File: src/ecr_pkg.sv
// Shared constants, beat payload types and rounding helpers for the 2D elastic
// collision pipeline. No dependencies; the divider, square root and top level import this package.
package ecr_pkg;

    // Unit vector and rounding scale (Q2.28).
    localparam int UNIT_BITS = 28;
    // Centre offset is normalized so its larger magnitude has this top bit.
    localparam int NORM_TOP = 19;
    localparam int NORM_BITS = NORM_TOP + 1;

    // Square root of the normalized squared length.
    localparam int SQRT_BITS = 21;
    localparam int SQRT_STEPS_PER_STAGE = 3;

    // Dividers: unit vector (divisor is the length) and mass weights.
    localparam int NDIV_QBITS = 29;
    localparam int NDIV_DBITS = 21;
    localparam int WDIV_QBITS = 34;
    localparam int WDIV_DBITS = 17;
    localparam int DIV_STEPS_PER_STAGE = 4;

    // Original velocities, carried alongside the math.
    typedef struct packed {
        logic signed [31:0] v1x;
        logic signed [31:0] v1y;
        logic signed [31:0] v2x;
        logic signed [31:0] v2y;
    } vel_t;

    // Geometry side data carried through the square root and unit dividers.
    typedef struct packed {
        logic signed [32:0] ux;
        logic signed [32:0] uy;
        logic signed [20:0] px;
        logic signed [20:0] py;
        vel_t               vel;
        logic [15:0]        m1;
        logic [15:0]        m2;
        logic               hit;
    } geo_t;

    // Side data carried through the weight dividers.
    typedef struct packed {
        vel_t               vel;
        logic signed [29:0] nx;
        logic signed [29:0] ny;
        logic signed [34:0] v;
        logic               hit;
    } post_t;

    // Divide by 2^UNIT_BITS, rounding to nearest with ties away from zero.
    function automatic logic signed [65:0] round_shift(input logic signed [65:0] a);
        logic [65:0] m;
        m = a[65] ? 66'(-a) : 66'(a);
        m = (m + (66'd1 << (UNIT_BITS - 1))) >> UNIT_BITS;
        return a[65] ? -$signed(m) : $signed(m);
    endfunction

    // Saturate to the signed 32-bit range.
    function automatic logic [31:0] sat32(input logic signed [39:0] a);
        logic [31:0] r;
        if (a > 40'sd2147483647)
            r = 32'h7FFF_FFFF;
        else if (a < -40'sd2147483648)
            r = 32'h8000_0000;
        else
            r = a[31:0];
        return r;
    endfunction

endpackage

File: src/ecr_isqrt.sv
// Pipelined integer square root (floor), two radicand bits per step, with side payload.
// Depends on ecr_pkg for default sizes.
module ecr_isqrt #(
    parameter int RW  = ecr_pkg::SQRT_BITS,
    parameter int SW  = 1,
    parameter int BPS = ecr_pkg::SQRT_STEPS_PER_STAGE
) (
    input  logic            clk,
    input  logic            rst_n,
    input  logic            en,
    input  logic            in_vld,
    input  logic [2*RW-1:0] x,
    input  logic [SW-1:0]   side_in,
    output logic            out_vld,
    output logic [RW-1:0]   root,
    output logic [SW-1:0]   side_out
);
    import ecr_pkg::*;

    localparam int NS = (RW + BPS - 1) / BPS;

    logic [RW+1:0]   rem_reg  [NS];
    logic [RW-1:0]   res_reg  [NS];
    logic [2*RW-1:0] xs_reg   [NS];
    logic [SW-1:0]   side_reg [NS];
    logic            vld_reg  [NS];

    for (genvar s = 0; s < NS; s++)
    begin : g_st
        logic [RW+1:0]   rem_i;
        logic [RW-1:0]   res_i;
        logic [2*RW-1:0] xs_i;
        logic [SW-1:0]   side_i;
        logic            vld_i;
        logic [RW+1:0]   rem_o;
        logic [RW-1:0]   res_o;
        logic [2*RW-1:0] xs_o;

        if (s == 0)
        begin : g_first
            assign rem_i  = '0;
            assign res_i  = '0;
            assign xs_i   = x;
            assign side_i = side_in;
            assign vld_i  = in_vld;
        end
        else
        begin : g_next
            assign rem_i  = rem_reg[s-1];
            assign res_i  = res_reg[s-1];
            assign xs_i   = xs_reg[s-1];
            assign side_i = side_reg[s-1];
            assign vld_i  = vld_reg[s-1];
        end

        // Digit-by-digit root: try appending a one bit, keep it if the remainder allows.
        always_comb
        begin
            logic [RW+3:0] t;
            logic [RW+3:0] trial;
            t     = '0;
            trial = '0;
            rem_o = rem_i;
            res_o = res_i;
            xs_o  = xs_i;
            for (int j = 0; j < BPS; j++)
            begin
                if (s * BPS + j < RW)
                begin
                    t     = {rem_o, xs_o[2*RW-1:2*RW-2]};
                    trial = (RW + 4)'({res_o, 2'b01});
                    if (t >= trial)
                    begin
                        t     = t - trial;
                        res_o = {res_o[RW-2:0], 1'b1};
                    end
                    else
                    begin
                        res_o = {res_o[RW-2:0], 1'b0};
                    end
                    rem_o = t[RW+1:0];
                    xs_o  = {xs_o[2*RW-3:0], 2'b00};
                end
            end
        end

        // Stage valid.
        always_ff @(posedge clk or negedge rst_n)
        begin
            if (!rst_n)
                vld_reg[s] <= 1'b0;
            else if (en)
                vld_reg[s] <= vld_i;
        end

        // Stage payload.
        always_ff @(posedge clk)
        begin
            if (en)
            begin
                rem_reg[s]  <= rem_o;
                res_reg[s]  <= res_o;
                xs_reg[s]   <= xs_o;
                side_reg[s] <= side_i;
            end
        end
    end

    assign out_vld  = vld_reg[NS-1];
    assign root     = res_reg[NS-1];
    assign side_out = side_reg[NS-1];

endmodule

File: config.mk
export PLATFORM = sky130hd
export DESIGN_NAME = ecr_isqrt
export DESIGN_NICKNAME = d
export VERILOG_FILES = /design/src/ecr_pkg.sv /design/src/ecr_isqrt.sv
export SDC_FILE = /design/constraint.sdc
export NUM_CORES = 1
export LEC_CHECK = 0
export BUFFER_PORTS_ARGS = -buffer_cell sky130_fd_sc_hd__buf_2
export CORE_MARGIN = 5
export CORE_UTILIZATION = 50
export DETAILED_ROUTE_END_ITERATION = 10
export PLACE_DENSITY = 0.65
export SLEW_MARGIN = 10
export SYNTH_ARGS = -nofsm -noshare
export SYNTH_HDL_FRONTEND = slang
export SYNTH_SLANG_ARGS = --single-unit
File: constraint.sdc
create_clock -name clk -period 14.9 [get_ports clk]
set_input_delay 2.98 -clock clk [delete_from_list [all_inputs] [get_ports clk]]
set_output_delay 2.98 -clock clk [all_outputs]
set_load 0.03 [all_outputs]
==> key figures <==
Place
  • Placed insts: ~4000
  • Dpl hpwl: around 66000 microns
  • Gpl congestion: 0.9379
  • IO buf count: 69

Floorplanning
  • Die Wd: ~250 microns
  • Initial core utilization: between 50% and 60%
  • Chip height: roughly 250 microns
  • Core area: between 50000 and 60000 sq um
  • I/O pin total: 70
  • Die area: 64660 sq um
  • Rows: 89

Worst setup path
  • Slowest stage cell on the critical path: a221oi_1
  • Crit path kind: reg2reg
  • RR Startpoint: res_reg[4][12]$_DFFE_PP_
  • Endpoint class of the critical path: flop
  • Required time of the critical path: approximately 15000 ps
  • Slowest Stage Delay on Critical Path: 920 ps
  • CP startpoint kind: flop
  • Data arrival time of the worst path: 11160 ps
  • Crit Path Max Fanout: 30
  • Crit path launch: res_reg[4][12]$_DFFE_PP_

Worst hold path
  • Hold Path Class: reg2reg
  • Hold Path Origin: xs_reg[3][27]$_DFFE_PP_

Global routing
  • Vias in the first global route: 23505
  • Largest net degree at the start of global routing: about 90
  • First-pass GRT wire length: between 100000 and 150000 microns
  • Tot GR Track Use: 25.03%
  • Initial antenna violation count: 0
  • GRT overflow: 0

Yosys
  • Synthesis warning total: 0
  • Synth unique cells: 98
  • Main synth FF type: edfxtp_1
  • Synth Cell Area: ~30000 sq um
  • Post-synth EDFFs: around 360
  • Number of synthesized register bits: ~360
  • Post-synthesis sequential area ratio: a little over a third
  • Async S/R FF share, synth: 1.934%
  • Synthesized area per cell: between 9 and 10 sq um
  • Syn Inst Count: 3231

Timing
  • FMAX: around 92 MHz
  • Period utilization: between 70% and 80%
  • Hold Fails Final Rpt: 0
  • Hold slack final: roughly 400 ps
  • Final Skew: 24.77 ps
  • Final Setup Violations: 0
  • Tightest Pin Transition: between 1000 and 1500 ps
  • Relative slew slack: between 15 and 20%
  • Fin Setup TNS: 0 ps
  • RSZ-0062 raised after global routing: false
  • Final Max Tran Viols: 0
  • Fin crit period: roughly 11000 ps

Run
  • Max-cap check violation count: 0

CTS
  • Clk_lat worst skew: about 600 ps
  • CTS Root Cell: clkbuf_16
  • H-tree Lvls: 2
  • # Post-CTS Setup Buffers: 0
  • Post-CTS Resized: 0
  • Clk slew on worst S/H paths: roughly 60 ps
  • TritonCTS Buffers: 43
  • Clk buf depth: 3
  • # clock sinks: about 360
  • CTS tree: yes
  • Hold Buf Count CTS: 0

Detailed routing
  • Post-route ant nets: 0
  • Routed WL: roughly 84000 microns
  • Drt initial violations: around 2100
  • DRC viols: 0
  • Drt wl/cell: just over 20 microns
  • Drt first pass iters: 5
  • Vias per std cell: 6.139
  • Via Count: ~25000

Layout
  • ANT cells: 0
  • Post-Layout Cell Count: 4097
  • Layout net count: between 3000 and 4000
  • Share of cells above drive strength 1: ~8.2%
  • Util after Layout: 55.05%
  • Commonest non-fill, non-tap cell in the layout: edfxtp_1
  • Max FFs per register: between 100 and 150
  • Most frequent cells in the layout: edfxtp_1, nor2_1, a21oi_1
  • Area Growth Syn to Fin: 8.894%

Power
  • Peak supply drop: between 0.1 and 0.15 mV
  • P_leak: approximately 0.013 uW
  • Power Density: between 150 and 200 nW/um^2

Outcome
  • Outcome: finished, final reports clean
==> per-stage QoR <==
stage	setup WS (ps)	power [uW]	instance area, sq um
6_report	4070	6150	32490
5_1_grt	3286	6593	32490
4_1_cts	4288	6130	32490
3_5_place_dp	4391	4974	30980
3_3_place_gp	4633	4938	30980
2_1_floorplan	5949	4113	29850
==> per-layer routing <==
layer | wire length, microns | vias up | track usage, % | share of wire (%)
met3 | 4567 | 117 | 2.866 | 5.5
met2 | 37010 | 754 | 39.27 | 44
li1 | - | 12274 | - | -
met1 | 39900 | 12008 | 37.24 | 48
met4 | 2072 | 0 | 6.229 | 2.5
met5 | 0 | - | 0 | 0
==> synthesized netlist by cell type, types with 34 or more instances <==
master | instances | area [sq um]
o21ai_0 | 151 | 755.7
clkbuf_1 | 50 | 187.7
o21a_1 | 42 | 315.3
o31ai_1 | 34 | 255.2
nor2b_1 | 34 | 212.7
nand2_1 | 258 | 968.4
or3_1 | 35 | 219.0
a21oi_1 | 269 | 1346
a211oi_1 | 41 | 307.8
edfxtp_1 | 355 | 10660
and3_1 | 41 | 256.5
ha_1 | 251 | 3141
nand4_1 | 52 | 325.3
nor3_1 | 80 | 400.4
xor2_1 | 101 | 884.6
mux2_2 | 46 | 518.0
a21o_1 | 119 | 893.4
xnor2_1 | 185 | 1620
inv_1 | 192 | 720.7
nand2b_1 | 34 | 212.7
nor2_1 | 272 | 1021
nor4_1 | 35 | 219.0
nand3_1 | 82 | 410.4
==> final timing paths <==
path	to	slack, ps	cells past startpoint
min	xs_reg[4][33]$_DFFE_PP_	410	0
min in group asynchronous	g_st[3].vld_i$_DFFE_PN0P_	2200	1
max in group asynchronous	g_st[6].vld_i$_DFFE_PN0P_	12550	1
max reg2reg	rem_reg[5][14]$_DFFE_PP_	4070	32
max	rem_reg[5][14]$_DFFE_PP_	4070	32
min reg2reg	xs_reg[4][33]$_DFFE_PP_	410	0
==> logic make-up after synthesis <==
kind of cell | after synthesis | share of synthesized area (%)
AND/OR/NAND/NOR | 1080 | 18.47
other | 1 | 0.01257
adder cells (fa/ha/maj) | 251 | 10.52
multiplexers | 62 | 2.277
buffers and inverters | 271 | 3.514
flip-flops | 362 | 36.31
XOR/XNOR | 287 | 8.449
AO/OA/AOI/OAI | 917 | 20.44
==> critical path: cells and delay by family, from the launching register on <==
kind	cells	cell delay, ps
AO/OA/AOI/OAI	14	3770
multiplexers	1	290
AND/OR/NAND/NOR	9	3110
flip-flops	1	340
buffers and inverters	5	1980
adder cells (fa/ha/maj)	3	1040
==> report_power, final <==
part | leakage (uW) | internal [uW] | switching, uW
logic | 0.00906 | 1400 | 2080
registers | 0.00348 | 1390 | 153
clock network | 0.000730 | 661 | 455
==> layout make-up <==
cell class,count,area (sq um)
multi-input combinational,2600,17970
inverter,199,747.0
clock inverter,34,427.9
tap,773,967.2
timing repair buffer,83,460.4
sequential,362,10840
clock buffer,46,1087
fill,5323,26530
Power figures use the tool's default switching activity.
