File: src/ecr_pkg.sv
// Shared constants, beat payload types and rounding helpers for the 2D elastic
// collision pipeline. No dependencies; the divider, square root and top level import this package.
package ecr_pkg;

    // Unit vector and rounding scale (Q2.28).
    localparam int UNIT_BITS = 28;
    // Centre offset is normalized so its larger magnitude has this top bit.
    localparam int NORM_TOP = 19;
    localparam int NORM_BITS = NORM_TOP + 1;

    // Square root of the normalized squared length.
    localparam int SQRT_BITS = 21;
    localparam int SQRT_STEPS_PER_STAGE = 3;

    // Dividers: unit vector (divisor is the length) and mass weights.
    localparam int NDIV_QBITS = 29;
    localparam int NDIV_DBITS = 21;
    localparam int WDIV_QBITS = 34;
    localparam int WDIV_DBITS = 17;
    localparam int DIV_STEPS_PER_STAGE = 4;

    // Original velocities, carried alongside the math.
    typedef struct packed {
        logic signed [31:0] v1x;
        logic signed [31:0] v1y;
        logic signed [31:0] v2x;
        logic signed [31:0] v2y;
    } vel_t;

    // Geometry side data carried through the square root and unit dividers.
    typedef struct packed {
        logic signed [32:0] ux;
        logic signed [32:0] uy;
        logic signed [20:0] px;
        logic signed [20:0] py;
        vel_t               vel;
        logic [15:0]        m1;
        logic [15:0]        m2;
        logic               hit;
    } geo_t;

    // Side data carried through the weight dividers.
    typedef struct packed {
        vel_t               vel;
        logic signed [29:0] nx;
        logic signed [29:0] ny;
        logic signed [34:0] v;
        logic               hit;
    } post_t;

    // Divide by 2^UNIT_BITS, rounding to nearest with ties away from zero.
    function automatic logic signed [65:0] round_shift(input logic signed [65:0] a);
        logic [65:0] m;
        m = a[65] ? 66'(-a) : 66'(a);
        m = (m + (66'd1 << (UNIT_BITS - 1))) >> UNIT_BITS;
        return a[65] ? -$signed(m) : $signed(m);
    endfunction

    // Saturate to the signed 32-bit range.
    function automatic logic [31:0] sat32(input logic signed [39:0] a);
        logic [31:0] r;
        if (a > 40'sd2147483647)
            r = 32'h7FFF_FFFF;
        else if (a < -40'sd2147483648)
            r = 32'h8000_0000;
        else
            r = a[31:0];
        return r;
    endfunction

endpackage

File: src/ecr_udiv.sv
// Pipelined unsigned restoring divider with a side payload that travels with each beat.
// Depends on ecr_pkg for default widths and step counts.
module ecr_udiv #(
    parameter int QW  = ecr_pkg::NDIV_QBITS,
    parameter int DW  = ecr_pkg::NDIV_DBITS,
    parameter int SW  = 1,
    parameter int BPS = ecr_pkg::DIV_STEPS_PER_STAGE
) (
    input  logic              clk,
    input  logic              rst_n,
    input  logic              en,
    input  logic              in_vld,
    input  logic [QW+DW-1:0]  num,
    input  logic [DW-1:0]     den,
    input  logic [SW-1:0]     side_in,
    output logic              out_vld,
    output logic [QW-1:0]     quo,
    output logic [SW-1:0]     side_out
);
    import ecr_pkg::*;

    localparam int NS = (QW + BPS - 1) / BPS;

    logic [DW-1:0] rem_reg  [NS];
    logic [QW-1:0] qn_reg   [NS];
    logic [DW-1:0] den_reg  [NS];
    logic [SW-1:0] side_reg [NS];
    logic          vld_reg  [NS];

    for (genvar s = 0; s < NS; s++)
    begin : g_st
        logic [DW-1:0] rem_i;
        logic [QW-1:0] qn_i;
        logic [DW-1:0] den_i;
        logic [SW-1:0] side_i;
        logic          vld_i;
        logic [DW-1:0] rem_o;
        logic [QW-1:0] qn_o;

        // The quotient is known to fit in QW bits, so the top bits start as remainder.
        if (s == 0)
        begin : g_first
            assign rem_i  = num[QW+DW-1:QW];
            assign qn_i   = num[QW-1:0];
            assign den_i  = den;
            assign side_i = side_in;
            assign vld_i  = in_vld;
        end
        else
        begin : g_next
            assign rem_i  = rem_reg[s-1];
            assign qn_i   = qn_reg[s-1];
            assign den_i  = den_reg[s-1];
            assign side_i = side_reg[s-1];
            assign vld_i  = vld_reg[s-1];
        end

        // Up to BPS restoring steps per stage; quotient bits shift in as numerator bits shift out.
        always_comb
        begin
            logic [DW:0] t;
            t     = '0;
            rem_o = rem_i;
            qn_o  = qn_i;
            for (int j = 0; j < BPS; j++)
            begin
                if (s * BPS + j < QW)
                begin
                    t = {rem_o, qn_o[QW-1]};
                    if (t >= {1'b0, den_i})
                    begin
                        t    = t - {1'b0, den_i};
                        qn_o = {qn_o[QW-2:0], 1'b1};
                    end
                    else
                    begin
                        qn_o = {qn_o[QW-2:0], 1'b0};
                    end
                    rem_o = t[DW-1:0];
                end
            end
        end

        // Stage valid.
        always_ff @(posedge clk or negedge rst_n)
        begin
            if (!rst_n)
                vld_reg[s] <= 1'b0;
            else if (en)
                vld_reg[s] <= vld_i;
        end

        // Stage payload.
        always_ff @(posedge clk)
        begin
            if (en)
            begin
                rem_reg[s]  <= rem_o;
                qn_reg[s]   <= qn_o;
                den_reg[s]  <= den_i;
                side_reg[s] <= side_i;
            end
        end
    end

    assign out_vld  = vld_reg[NS-1];
    assign quo      = qn_reg[NS-1];
    assign side_out = side_reg[NS-1];

endmodule

File: config.mk
export PLATFORM = sky130hd
export DESIGN_NAME = ecr_udiv
export DESIGN_NICKNAME = d
export VERILOG_FILES = /design/src/ecr_pkg.sv /design/src/ecr_udiv.sv
export SDC_FILE = /design/constraint.sdc
export NUM_CORES = 2
export LEC_CHECK = 0
export ABC_AREA = 0
export ABC_CLOCK_PERIOD_IN_PS = 29300
export BUFFER_PORTS_ARGS = -buffer_cell sky130_fd_sc_hd__buf_2
export CAP_MARGIN = 20
export CELL_PAD_IN_SITES_DETAIL_PLACEMENT = 0
export CELL_PAD_IN_SITES_GLOBAL_PLACEMENT = 1
export CORE_UTILIZATION = 30
export DETAILED_ROUTE_END_ITERATION = 10
export PLACE_DENSITY_LB_ADDON = 0.08
export SYNTH_ARGS = -nofsm -noshare
export SYNTH_HDL_FRONTEND = slang
export SYNTH_SLANG_ARGS = --single-unit
File: constraint.sdc
create_clock -name clk -period 29.3 [get_ports clk]
set_input_delay 7.325 -clock clk [delete_from_list [all_inputs] [get_ports clk]]
set_output_delay 7.325 -clock clk [all_outputs]
set_load 0.005 [all_outputs]
==> run metrics <==
status=completed; worst hold path type=flip-flop to flip-flop; met2 Usage GRT=33.8%; Critical Path AT=19990 ps; Top Usage Layer GRT=met2; critical path's top delay family=compound AO/OA/AOI/OAI gates; R2R setup slack=15080 ps; Post-CTS Setup Bufs=0; setup violators final=0; Layout Skew=29.9 ps; RR Endpoint=rem_reg[1][3]$_DFFE_PP_; vias in the first global route=41455; die width=418 um; clock-pin slew on the worst setup and hold paths=50 ps; Slew HR=31.3%; Setup WS post-layout=9720 ps; GRT Total Usage=18.8%; via count=41691; post-synthesis async set-or-reset flop share=1.48%; Reg-to-Reg Start=den_reg[0][1]$_DFFE_PP_; Post-synth EDFFs=534; final setup TNS=0 ps; first-pass GRT wire length=253000 um; TritonCTS clock tree=built; clk buf depth=3; CTS Hold Bufs=0; Vias/cell=5.17; Worst Path Buf+Inv=7; Worst EP required=29710 ps; CP most frequent cell=a21oi_1; FP Rows=152; Yosys top cell by area=edfxtp_1; Final Slew Violations=0; routability cong.=0.856; pin count of the biggest net entering global routing=146; Worst Hold Depth=0; Main synth FF type=edfxtp_1; post-synth net total=6298; met1 Track Usage GR=24.0%; DRC Markers=0; Starting DRT DRC Count=2540; Yosys reg bits=542; Place WS=9030 ps; Cell variety after synth=100; IO Pins=107; CP startpoint kind=primary input; CTS root buf=clkbuf_16; total global routing overflow=0; DR WL/cell=20.7 um; initial antenna violation count=9; post-synth top area share=30.9%; worst slew pin tran=1030 ps; Mean Syn Cell Area=9.28 um^2; core area=0.172 mm^2; RSZ-0062 raised after global routing=no; CP max FO=28; Routed Antenna Nets=0; critical path type=primary input to flip-flop; Slowest Stage Delay on Critical Path=540 ps; met3 usage=2.01%; htree depth=3; final hold vios=0; Hold Path Sink=qn_reg[0][38]$_DFFE_PP_; Total Routed Length=167000 um; final hold slack=404 ps; IO buf count=106; Netlist Area Pre-Place=0.0518 mm^2; hpwl dp=136000 um; sequential element share of the synthesized area=31.3%; Tmin final=19580 ps; Final period util=66.8%; Clk Latency, worst-skew pair=680 ps; cts bufs inserted=73; post-CTS sizing=0; CP endpoint kind=flip-flop; R2R cell count=42; Fmax=51.1 MHz; clk sinks=542; Fillers=17919; Final nets=6408; Area growth syn-to-layout=10.6%; Yosys Warn Count=0; layout cells sized above 1=10.9%; DIE HEIGHT=418 um; Initial Util=30.2%; die area=0.174 mm^2; Synth Instances=5585; slowest CP cell=a2111oi_0; max FFs per register=232; MaxCap Viol Count=0; Detailed Routing Iterations Pass 1=5; placed cell area=0.0551 mm^2; dominant cells by area after synthesis=edfxtp_1 31%, ha_1 15%, mux2_2 5.8%, xnor2_1 5.3%, a21oi_1 4.6%; HP Start=qn_reg[0][5]$_DFFE_PP_; Design Area, Final=0.0574 mm^2
-- stage by stage --
| step | cells | utilization (%) |
|---|---|---|
| 2_1_floorplan | 5585 | - |
| 3_3_place_gp | 7930 | 32.1 |
| 3_5_place_dp | 7930 | 32.1 |
| 4_1_cts | 8055 | 33.4 |
| 5_1_grt | 8058 | 33.4 |
| 6_report | 8058 | 33.4 |
-- how the worst max path moves through the flow --
stage | start | slack, ps | cells after the start | end
after CTS | den[1] | 9740 | 47 | rem_reg[0][7]$_DFFE_PP_
final | den[1] | 9720 | 46 | rem_reg[0][7]$_DFFE_PP_
after floorplan | num[28] | 11860 | 48 | rem_reg[0][16]$_DFFE_PP_
after detailed placement | den[1] | 9030 | 47 | rem_reg[0][20]$_DFFE_PP_
after global routing | den[1] | 8470 | 46 | rem_reg[0][2]$_DFFE_PP_
after global placement | den[1] | 9100 | 46 | rem_reg[0][7]$_DFFE_PP_
-- worst reg2reg max path: cells and delay by family (launching register included) --
family | cells | cell delay (ps)
compound gates | 22 | 6220
buf+inv | 6 | 2020
simple gates | 7 | 1990
fa+ha+maj | 4 | 1740
mux | 3 | 1440
flops | 1 | 550
-- kinds of logic (layout without fill, tap and decap cells) --
group	count (synthesis)	count (layout)	share of synthesized area [%]
mux	353	353	7.76
buf+inv	469	629	3.60
other cells	0	3	0
simple gates	1523	1523	14.0
flops	542	542	31.3
xor+xnor	444	444	7.50
fa+ha+maj	637	637	15.8
compound gates	1617	1617	20.0
-- per-layer routing --
metal / wire, um / part of all wire (%)
met1: 75400 / 45
met4: 3570 / 2.1
met2: 83300 / 50
met3: 4400 / 2.6
met5: 0 / 0
-- placed cells by master, fill, tap and decap left out, types with 28 or more instances in the layout --
master,netlist,routed
inv_1,357,357
mux2_4,28,28
fa_1,28,28
buf_2,24,105
nor2b_1,67,67
edfxtp_1,534,534
a211oi_1,50,50
o211ai_1,30,30
o21a_1,101,101
nand2_1,432,432
nand2b_1,79,79
o21ai_0,351,351
and3_1,37,37
nand4_1,79,79
xnor2_1,312,312
mux2_2,269,269
o21bai_1,58,58
and2_1,31,31
or3_1,28,28
mux2i_1,47,47
a21o_1,187,187
nand3_1,108,108
xor2_1,132,132
o31ai_1,47,47
nor4_1,30,30
nor2_1,410,409
or2_2,32,32
a31oi_1,48,48
ha_1,609,609
nor3_1,123,121
clkbuf_16,0,74
a21oi_1,476,475
-- cell usage after synthesis (19+ instances only) --
master    count
o21bai_1     58
a21oi_1     476
and3_1       37
nand4_1      79
nand2_1     432
o211ai_1     30
nor2_1      410
o31ai_1      47
a211o_1      19
a21o_1      187
a31oi_1      48
o31a_1       21
clkbuf_1     55
nor2b_1      67
mux2_4       28
inv_1       357
xor2_1      132
nor3_1      123
a211oi_1     50
nand3_1     108
nor4_1       30
nand2b_1     79
mux2i_1      47
or3_1        28
ha_1        609
mux2_2      269
or2_2        32
edfxtp_1    534
a21boi_0     27
buf_2        24
o21ai_0     351
and2_1       31
fa_1         28
a22oi_1      26
o21a_1      101
xnor2_1     312
-- layout make-up --
type	count	area [um^2]	area share, %
clock inverter	40	407	0.709
timing repair buffer	134	763	1.33
multi-input combinational	4574	33800	58.9
clock buffer	85	1890	3.30
sequential	542	16200	28.3
inverter	370	1390	2.42
tap	2310	2890	5.04
antenna	3	7.51	0.0131
Power is not shown: default switching activity piles up to over one toggle a cycle in this logic, so the estimate is an artifact.
